File: src/rtl/mm_ram.sv
`timescale 1ns / 1ps
module mm_ram #(
  parameter int unsigned WIDTH = 32,
  parameter int unsigned DEPTH = 64,
  localparam int unsigned AW = (DEPTH > 1) ? $clog2(DEPTH) : 1
) (
  input  logic             clk_i,
  input  logic             we_i,
  input  logic [AW-1:0]    waddr_i,
  input  logic [WIDTH-1:0] wdata_i,
  input  logic             re_i,
  input  logic [AW-1:0]    raddr_i,
  output logic [WIDTH-1:0] rdata_o
);

  logic [WIDTH-1:0] mem_q [DEPTH];
  logic [WIDTH-1:0] rdata_q;

  always_ff @(posedge clk_i) begin
    if (we_i) begin
      mem_q[waddr_i] <= wdata_i;
    end
    if (re_i) begin
      rdata_q <= mem_q[raddr_i];
    end
  end

  assign rdata_o = rdata_q;

endmodule

File: config.mk
export PLATFORM = sky130hd
export DESIGN_NAME = mm_ram
export DESIGN_NICKNAME = d
export VERILOG_FILES = /design/src/rtl/mm_ram.sv
export SDC_FILE = /design/constraint.sdc
export NUM_CORES = 2
export LEC_CHECK = 0
export BUFFER_PORTS_ARGS = -buffer_cell sky130_fd_sc_hd__buf_2
export CORE_MARGIN = 5
export CORE_UTILIZATION = 63
export DETAILED_ROUTE_END_ITERATION = 8
export PLACE_DENSITY = 0.79
export SYNTH_ARGS = -nofsm -noshare
export SYNTH_HDL_FRONTEND = slang
export SYNTH_SLANG_ARGS = --single-unit
File: constraint.sdc
create_clock -name clk_i -period 4.7 [get_ports clk_i]
set_input_delay 0.235 -clock clk_i [delete_from_list [all_inputs] [get_ports clk_i]]
set_output_delay 0.235 -clock clk_i [all_outputs]
set_load 0.01 [all_outputs]
==> summary.md <==
| Metric | Value |
|---|---|
| Die Y | 364 microns |
| Worst skew pair latency | 830 ps |
| Area leader, netlist | edfxtp_1 |
| PortBufs | 78 |
| CP max FO | 60 |
| Avg Inst Size Synth | 23.7 sq um |
| Initial antenna violation count | 17 |
| Met3 usage | 9.51% |
| Max-Slew Margin vs Limit | 4.52% |
| Synthesis warning total | 0 |
| Hold-fix buffers at CTS | 0 |
| RePlAce Congestion | 0.817 |
| Via density | 7.49 |
| Post-CTS sizing | 0 |
| Register area share after synthesis | 79.2% |
| Root Buffer | clkbuf_16 |
| Post-layout power | 0.0381 W |
| Synth Instances | 3324 |
| GRT Util Overall | 33.9% |
| Max Fclk | 330 MHz |
| H-tree levels | 4 |
| Share of post-route cells with drive strength above 1 | 29.5% |
| Ports | 79 |
| Leakage | 27.5 nW |
| Largest cells by area after synthesis | edfxtp_1 79%, mux4_2 16%, mux2i_1 1.2% |
| Setup-failing EPs final | 0 |
| Fillers | 6448 |
| Area growth syn-to-layout | 11.9% |
| Syn nets | 3371 |
| Dpl cells | 4995 |
| Vias in the first global route | 40500 |
| Hold Path Stages | 2 |
| WP data arrival | 3560 ps |
| MaxCap Viol Count | 0 |
| DIE WIDTH | 364 microns |
| Residual DRC | 0 |
| Post-route cell area | 88200 sq um |
| Register clock-pin slew on the reported worst setup and hold paths | 60 ps |
| Fin. Hold Viols | 0 |
| Final Util | 71.2% |
| Pwr per Cell Area | 432 nW/um^2 |
| Vias post-DR | 40100 |
| CTS tree | built |
| R2R cell count | 4 |
| Tcrit/Tclk final | 64.4% |
| Post-route ant nets | 0 |
| Reg area | 62500 sq um |
| Top cell type's share of synthesized area | 79.2% |
| Drt first-iter violations | 7388 |
| Clk sink count | 2080 |
| Final min period | 3030 ps |
| GR Util met2 | 53.6% |
| Peak VDD IR | 0.000306 V |
| Crit start category | input port |
| Setup bufs post-CTS | 0 |
| Met1 Resource Use GR | 45.0% |
| Required time of the critical path | 5230 ps |
| Final Skew | 36.4 ps |
| Routed WL | 219000 microns |
| Die ar. | 132000 sq um |
| Worst-Margin Slew | 1430 ps |
| Finished Layout Cells | 5356 |
| Detailed placement HPWL | 113000 microns |
| Unrepaired setup endpoints after global routing | no |
| DR WL/cell | 40.9 microns |
| Hold crit path type | input port to register |
| Yosys reg bits | 2080 |
| Post-synth ARST share | 0% |
| Synth Cell Area | 78800 sq um |
| Kind of critical path | input port to register |
| Setup TNS | 0 ps |
| GRT Max-Usage Layer | met2 |
| Clock Path Buffers | 3 |
| Cts bufs inserted | 192 |
| EDFF count, synth | 2080 |
| Post-synth cell types | 33 |
| Initial Utilization | 63.6% |
| Nets@finish | 3599 |
| Crit end category | register |
| Status | finished clean |
| First-pass GRT wire length | 309000 microns |
| DRT Pass-1 Iters | 8 |
| Largest net degree at the start of global routing | 89 |
| Placed instance area | 82100 sq um |
| Area of the multi-input gates | 16000 sq um |
| Max Slew Vio Count | 0 |
| Ys flop type | edfxtp_1 |
| # rows | 129 |
| Overflow after GRT | 0 |
| Core region area | 124000 sq um |
==> synth_stat cells (4+ instances only) <==
cell         n
buf_2       57
buf_1       21
nand2b_1     8
a22oi_1     12
nand3b_1     5
a41o_1       4
nand2_1     26
buf_6        5
nor2b_1     15
nand3_1      5
mux2i_1     93
o32ai_1      4
buf_4       25
a311oi_1     8
o22ai_1     84
clkbuf_1    74
edfxtp_1  2080
a21oi_1     62
nor3_1       7
o221ai_1    27
mux4_2     544
and3_1       4
nor2_1     137
==> cell usage in the layout, fill, tap and decap left out, types with 6 or more instances in the layout <==
cell        instances
mux2i_1            93
nand2_1            25
a22oi_1            12
clkinv_2           27
mux4_2            544
o22ai_1            84
inv_6               6
edfxtp_1         2080
clkbuf_16         197
buf_2              74
nor2_1             75
clkbuf_1           42
diode_2            13
nand2b_1            7
buf_4             128
nor2b_1            15
nor2_4             62
clkinvlp_4          7
bufinv_16          17
clkinv_1           42
clkinv_8            6
a311oi_1            8
o221ai_1           27
buf_12             11
a21oi_1            62
==> power breakdown <==
group | leakage, nW | total (W) | internal, W | switching [W]
sequential | 18.7 | 0.0207 | 0.0206 | 0.0000828
clock | 2.98 | 0.0155 | 0.00862 | 0.00686
combinational | 5.75 | 0.00195 | 0.000677 | 0.00127
==> sequential cells by signal, indices dropped and copies added, names as in the netlist <==
| name | flops |
|---|---|
| rdata_o | 32 |
| mem_q | 2048 |
==> metal layers <==
metal	vias to the layer above	share of wire, %
met5	-	0.031
met4	10	5.5
met3	723	15
met2	3971	48
met1	20700	31
li1	14700	-
==> through the flow <==
stage	hold slack (ps)	worst slack, ps
after detailed placement	655	996
after floorplan	334	1310
after CTS	51.9	1850
after global placement	661	1050
after global routing	121	1640
final	123	1670
==> final timing paths <==
check	slack (ps)	start	to
setup / recovery	1670	raddr_i[1]	rdata_o[13]
hold / removal	120	wdata_i[12]	mem_q[51][12]
setup reg to reg	2190	mem_q[27][21]	rdata_o[21]
hold reg to reg	960	mem_q[12][8]	rdata_o[8]
==> logic make-up (layout without fill, tap and decap cells) <==
kind of cell | after synthesis | after routing | share of synthesized area [%]
flip-flops | 2080 | 2080 | 79.2
multiplexers | 637 | 637 | 16.7
AND/OR/NAND/NOR | 223 | 223 | 1.26
AO/OA/AOI/OAI | 202 | 202 | 1.67
buffers and inverters | 182 | 564 | 1.12
other | 0 | 13 | 0
==> worst max-delay path, stage by stage <==
cell and delay [ps]:
buf_8 500, buf_12 400, buf_4 400, buf_4 330, mux4_2 340, mux4_2 460
o22ai_1 600, nor2_1 100
==> area by class of cell <==
type | count | share of cell area [%]
well taps | 1637 | 2.32
flip-flops and latches | 2080 | 70.8
multi-input cells | 1062 | 18.1
clock buffers | 239 | 5.76
diodes | 13 | 0.0369
repair buffers | 216 | 1.81
clock inverters | 109 | 1.19
Note: power is estimated with default switching activity, not from simulation.
