**src/rtl/mm_pkg.sv**
```systemverilog
`timescale 1ns / 1ps
package mm_pkg;

  // Widths fixed by the item format.
  localparam int unsigned IDX_W  = 3;
  localparam int unsigned ELEM_W = 32;
  localparam int unsigned DIM_W  = 4;
  localparam int unsigned CIDX_W = 3;

  typedef enum logic [1:0] {
    MODE_LOAD_A  = 2'd0,
    MODE_LOAD_B  = 2'd1,
    MODE_COMPUTE = 2'd2,
    MODE_NONE    = 2'd3
  } mm_mode_e;

  typedef enum logic [1:0] {
    ST_OK   = 2'd0,
    ST_SAT  = 2'd1,
    ST_SIZE = 2'd2
  } mm_status_e;

  typedef enum logic [CIDX_W-1:0] {
    REG_A_ROWS = 3'd0,
    REG_A_COLS = 3'd1,
    REG_B_ROWS = 3'd2,
    REG_B_COLS = 3'd3
  } mm_reg_e;

  // Control tag that travels alongside each multiply-accumulate step.
  typedef struct packed {
    logic             valid;
    logic             first;
    logic             lastk;
    logic             last;
    logic             err;
    logic [IDX_W-1:0] row;
    logic [IDX_W-1:0] col;
  } mm_tag_t;

endpackage

```
**src/rtl/mm_mac.sv**
```systemverilog
`timescale 1ns / 1ps
module mm_mac import mm_pkg::*; #(
  parameter int unsigned MAX_DIM   = 8,
  parameter int unsigned FRAC_BITS = 16
) (
  input  logic                     clk_i,
  input  logic                     rst_ni,
  input  mm_tag_t                  tag_i,
  input  logic signed [ELEM_W-1:0] a_i,
  input  logic signed [ELEM_W-1:0] b_i,
  input  logic                     out_ready_i,
  output logic                     adv_o,
  output logic                     out_valid_o,
  output logic [IDX_W-1:0]         out_row_o,
  output logic [IDX_W-1:0]         out_col_o,
  output logic signed [ELEM_W-1:0] out_value_o,
  output logic [1:0]               status_o,
  output logic                     last_o
);

  localparam int unsigned PROD_W = 2 * ELEM_W;
  localparam int unsigned ACC_W  = PROD_W + $clog2(MAX_DIM) + 1;

  mm_tag_t tag1_q, tag2_q, tag3_q;
  logic signed [PROD_W-1:0] prod_q;
  logic signed [ACC_W-1:0]  acc_q, acc_d, shifted;
  logic                     fin, adv, fits;
  logic [ACC_W-1:31]        upper;
  logic [ELEM_W-1:0]        sat_val;

  logic                     out_valid_q;
  logic [IDX_W-1:0]         out_row_q, out_col_q;
  logic [ELEM_W-1:0]        out_value_q;
  logic [1:0]               status_q;
  logic                     last_q;

  // The last step of an element leaves stage three; it needs the output word free.
  assign fin = tag3_q.valid && tag3_q.lastk;
  assign adv = !(fin && out_valid_q && !out_ready_i);

  assign acc_d = (tag2_q.first ? '0 : acc_q)
               + {{(ACC_W-PROD_W){prod_q[PROD_W-1]}}, prod_q};

  assign shifted = acc_q >>> FRAC_BITS;
  assign upper   = shifted[ACC_W-1:31];
  assign fits    = (&upper) || !(|upper);
  assign sat_val = shifted[ACC_W-1] ? {1'b1, {(ELEM_W-1){1'b0}}}
                                    : {1'b0, {(ELEM_W-1){1'b1}}};

  always_ff @(posedge clk_i or negedge rst_ni) begin
    if (!rst_ni) begin
      tag1_q      <= '0;
      tag2_q      <= '0;
      tag3_q      <= '0;
      out_valid_q <= 1'b0;
    end else begin
      if (adv) begin
        tag1_q <= tag_i;
        tag2_q <= tag1_q;
        tag3_q <= tag2_q;
      end
      if (adv && fin) begin
        out_valid_q <= 1'b1;
      end else if (out_ready_i) begin
        out_valid_q <= 1'b0;
      end
    end
  end

  always_ff @(posedge clk_i) begin
    if (adv) begin
      prod_q <= PROD_W'(a_i) * PROD_W'(b_i);
      if (tag2_q.valid) begin
        acc_q <= acc_d;
      end
    end
    if (adv && fin) begin
      last_q <= tag3_q.last;
      if (tag3_q.err) begin
        out_row_q   <= '0;
        out_col_q   <= '0;
        out_value_q <= '0;
        status_q    <= ST_SIZE;
      end else begin
        out_row_q   <= tag3_q.row;
        out_col_q   <= tag3_q.col;
        out_value_q <= fits ? shifted[ELEM_W-1:0] : sat_val;
        status_q    <= fits ? ST_OK : ST_SAT;
      end
    end
  end

  assign adv_o       = adv;
  assign out_valid_o = out_valid_q;
  assign out_row_o   = out_row_q;
  assign out_col_o   = out_col_q;
  assign out_value_o = out_value_q;
  assign status_o    = status_q;
  assign last_o      = last_q;

endmodule

```
**config.mk**
```make
export PLATFORM = sky130hd
export DESIGN_NAME = mm_mac
export DESIGN_NICKNAME = d
export VERILOG_FILES = /design/src/rtl/mm_pkg.sv /design/src/rtl/mm_mac.sv
export SDC_FILE = /design/constraint.sdc
export NUM_CORES = 2
export LEC_CHECK = 0
export BUFFER_PORTS_ARGS = -buffer_cell sky130_fd_sc_hd__buf_2
export CAP_MARGIN = 5
export CORE_MARGIN = 10
export CORE_UTILIZATION = 60
export DETAILED_ROUTE_END_ITERATION = 8
export PLACE_DENSITY = 0.8
export REMOVE_ABC_BUFFERS = 1
export SLEW_MARGIN = 40
export SYNTH_ARGS = -nofsm -noshare
export SYNTH_HDL_FRONTEND = slang
export SYNTH_SLANG_ARGS = --single-unit
export TNS_END_PERCENT = 5
```
**constraint.sdc**
```tcl
create_clock -name clk_i -period 4.8 [get_ports clk_i]
set_clock_uncertainty 0.2 [all_clocks]
set_input_delay 0.24 -clock clk_i [delete_from_list [all_inputs] [get_ports clk_i]]
set_output_delay 0.24 -clock clk_i [all_outputs]
set_load 0.005 [all_outputs]
```
==> implementation parameters <==
Parameter                              Value

Worst setup path
  Crit end category ... flop
  Cell type with the highest occurrence count on the critical path ... fa_1
  Crit path cell chain ... buf_4 > buf_4 > buf_8 > and2_1 > fa_1 > fa_1 > inv_1 > fa_1 > fa_1 > inv_1 > fa_1 > fa_1 > fa_1 > fa_1 > ha_1 > a21o_1 > a21o_1 > a21oi_2 > o221ai_2 > or3_4 > o2111ai_4 > a21oi_4 > nor4_2 > nand3b_1
  Critical path buffers and inverters ... 5
  Crit path kind ... primary input to flop
  Category of the worst setup path launch point ... primary input
  CP peak stage delay ... 0.57 ns
  Slowest-stage cell, CP ... fa_1
  Required arrival time at the worst endpoint ... 4.96 ns
  Critical Path Fanout Max ... 18
  Kind of cell adding the most delay to the critical path ... adder cells
  Arr. time, crit path ... 7.34 ns

Routing
  Vias post-DR ... 35800
  Total DRC errors in the routed layout ... 0
  Routed length per placed instance ... 19.3 um
  Vias per cell ... 5.56
  Antenna Violating Nets Remaining ... 0
  Total iterations of the first detailed-routing run ... 7
  Detailed Route WL ... 124000 um
  1st-iter DRT viols ... 2689

CTS
  CTS clock-pin slew for the worst setup and hold paths ... 0.06 ns
  Largest buffer count on any clock path ... 3
  Clock tree from TritonCTS ... built
  Worst-Skew Late Latency ... 0.51 ns
  Root buffer selected by CTS ... clkbuf_16
  Number of clock buffers inserted by TritonCTS ... 21
  H-Tree Depth ... 1
  # clock sinks ... 206

Synth
  Count leader, synth ... fa_1
  Share of the synthesized area in the top cell type ... 0.454
  Commonest register cell after synthesis ... edfxtp_1
  Number of distinct library cell variants in the gate-level netlist after synthesis ... 81
  Post-synth design cell area ... 47800 um^2
  Number of enable flip-flop cells after synthesis ... 173
  Synthesized area per cell ... 9.70 um^2
  Biggest area consumer among synthesized cells ... fa_1
  Ys async rst share ... 0.160
  Post-synth top cells ... fa_1 (1083), inv_1 (999), nand2_1 (591)
  Top area cells in the synthesized netlist ... fa_1 (45%), edfxtp_1 (11%), inv_1 (7.8%)
  Flip-flop and latch count after synthesis ... 206
  Count of synthesis-stage warnings from yosys ... 0
  Proportion of synthesized chip area in sequential cells ... 0.126
  Gate Count Post-Synth ... 4923

Finish
  Multi-input combinational cell area ... 37900 um^2
  Finished layout cell area ... 55600 um^2
  Fraction of final layout cells with drive strength greater than 1 ... 0.175
  Filler cell count in the final layout ... 5558
  Total Nets Final ... 6780
  Area growth from synthesis to layout ... 16.3%
  Sequential cell area in the final layout ... 6020 um^2
  Total inserted antenna cells ... 0

Placement
  Last weighted congestion value of the routability-driven placer ... 0.973
  Final HPWL from detailed placement ... 106000 um
  Number of I/O port buffers ... 120
  Placed inst area ... 52700 um^2

Floorplan
  Width of the die ... 302 um
  Placement Rows ... 103
  Initial cell density of the core ... 0.605
  Height of the die ... 302 um
  Area of the die ... 91300 um^2
  I/O pin total ... 121
  Std-Cell Core Area ... 79000 um^2

GRT
  Pin count of the biggest net entering global routing ... 89
  Combined global-route utilization of all metal layers ... 0.278
  Met3 GRT Util ... 0.0522
  Met2 Use GR ... 0.456
  Met1 track demand over resource ... 0.373
  Most Used Layer, Global Route ... met2
  Number of global-route vias before repair ... 39300
  Antenna violations before repair ... 3
  Overflow left after global routing ... 0
  Wire length of the first global-routing pass ... 203000 um

Timing
  RSZ-0062 raised after global routing ... true
  Max-slew violation count ... 0
  Slew Limit Headroom ... 0.435
  Endpoints failing setup ... 55
  Worst Max-Slew Pin Slew ... 0.847 ns
  Crit path setup slack, layout ... -2.38 ns
  Final cycle utilization of the critical path ... 1.49
  Hold violation count in the final report ... 0
  Highest achievable clock rate ... 139 MHz
  Final critical delay including setup and external delays ... 7.18 ns

Hold path
  Worst Hold Class ... primary input to async pin

Flow run
  Number of maximum-capacitance violations ... 0

Status
  Failing checks ... negative setup slack
  Run status ... finished, violations left
[worst reg2reg max path, cell delays in order, from the launching register on]
cell,delay [ns]
dfrtp_2,0.52
buf_12,0.28
nor2b_1,0.13
ha_1,0.47
nand3_1,0.13
nor3_2,0.27
o211ai_1,0.20
a311oi_2,0.47
o2111ai_2,0.18
a22oi_2,0.27
a21oi_1,0.16
o21ai_2,0.23
mux2_1,0.35
nor4_1,0.28
[timing repair]
| item | in CTS | in global routing |
|---|---|---|
| resized for setup | 294 | 149 |
| hold buffers | 13 | 0 |
| endpoints found under the hold margin | 47 | 0 |
| setup buffers | 21 | 22 |
| pin swaps | 122 | 123 |
| gates cloned | 2 | 1 |
| endpoints found under the setup margin | 56 | 55 |
[state kept, by name, summed over array words and instances (netlist names)]
| name | flops |
|---|---|
| acc_q | 68 |
| last_o | 1 |
| out_col_o | 3 |
| out_row_o | 3 |
| out_valid_o | 1 |
| out_value_o | 32 |
| prod_q | 64 |
| status_o | 2 |
| tag1_q | 11 |
| tag2_q | 11 |
| tag3_q | 10 |
[kinds of logic after synthesis]
logic type,synth area share
buffers and inverters,0.0982
XOR/XNOR,0.0231
AO/OA/AOI/OAI,0.0688
flip-flops,0.126
multiplexers,0.00773
adder cells (fa/ha/maj),0.520
AND/OR/NAND/NOR,0.157
[worst paths after layout]
check | startpoint | end | slack (ns) | depth (start not counted)
worst max-delay path | a_i[23] | prod_q[57]$_DFFE_PN_ | -2.38 | 24
worst min-delay path | rst_ni | tag1_q[1]$_DFFE_PN0N_ | 0.13 | 2
worst min register to register | tag3_q[7]$_DFFE_PN0N_ | last_o$_DFFE_PP_ | 0.24 | 0
max in group asynchronous | rst_ni | tag2_q[9]$_DFFE_PN0N_ | 3.77 | 2
min in group clk_i | b_i[2] | prod_q[2]$_DFFE_PN_ | 0.22 | 4
worst max register to register | tag2_q[9]$_DFFE_PN0N_ | acc_q[62]$_DFFE_PP_ | 0.48 | 13
[area by class of cell]
| class | count | share of cell area |
|---|---|---|
| Multi-Input combinational cell | 3470 | 0.683 |
| Sequential cell | 206 | 0.108 |
| Timing Repair Buffer | 670 | 0.105 |
| Inverter | 999 | 0.0675 |
| Tap cell | 1050 | 0.0236 |
| Clock buffer | 23 | 0.00959 |
| Clock inverter | 13 | 0.00281 |
[per-layer routing]
layer / wire length, um / up-vias
li1: - / 15800
met4: 4150 / 2
met3: 11400 / 257
met1: 50300 / 18200
met2: 58400 / 1583
met5: 12 / -
[layout by cell type (no fill, tap or decap), types with 43 or more instances in the layout]
cell type and instances:
buf_4 451, and2_1 510, nor2_1 101, a21oi_1 142
o21ai_0 49, inv_1 980, xnor2_1 83, nand2_1 582
buf_2 65, fa_1 1037, a21o_1 94, ha_1 231
xor2_1 43, buf_6 80, edfxtp_1 173, fa_2 46
nor2b_1 93
[stage by stage]
| step | setup slack (ns) | TNS, ns | instances | utilization | hold WS (ns) |
|---|---|---|---|---|---|
| global route | -2.57 | -104.71 | 6431 | 0.704 | 0.210 |
| finish | -2.38 | -94.74 | 6431 | 0.704 | 0.135 |
| floorplan | -3.05 | -122.89 | 4675 | - | -0.256 |
| detailed placement | -3.36 | -144.39 | 6336 | 0.667 | 0.132 |
| global placement | -3.22 | -138.78 | 6334 | 0.666 | 0.129 |
| CTS | -2.32 | -91.70 | 6408 | 0.694 | 0.135 |
Power is left out: the tool's default activity adds up to more than one toggle a clock period on the data nets, which glitch-free logic cannot reach.
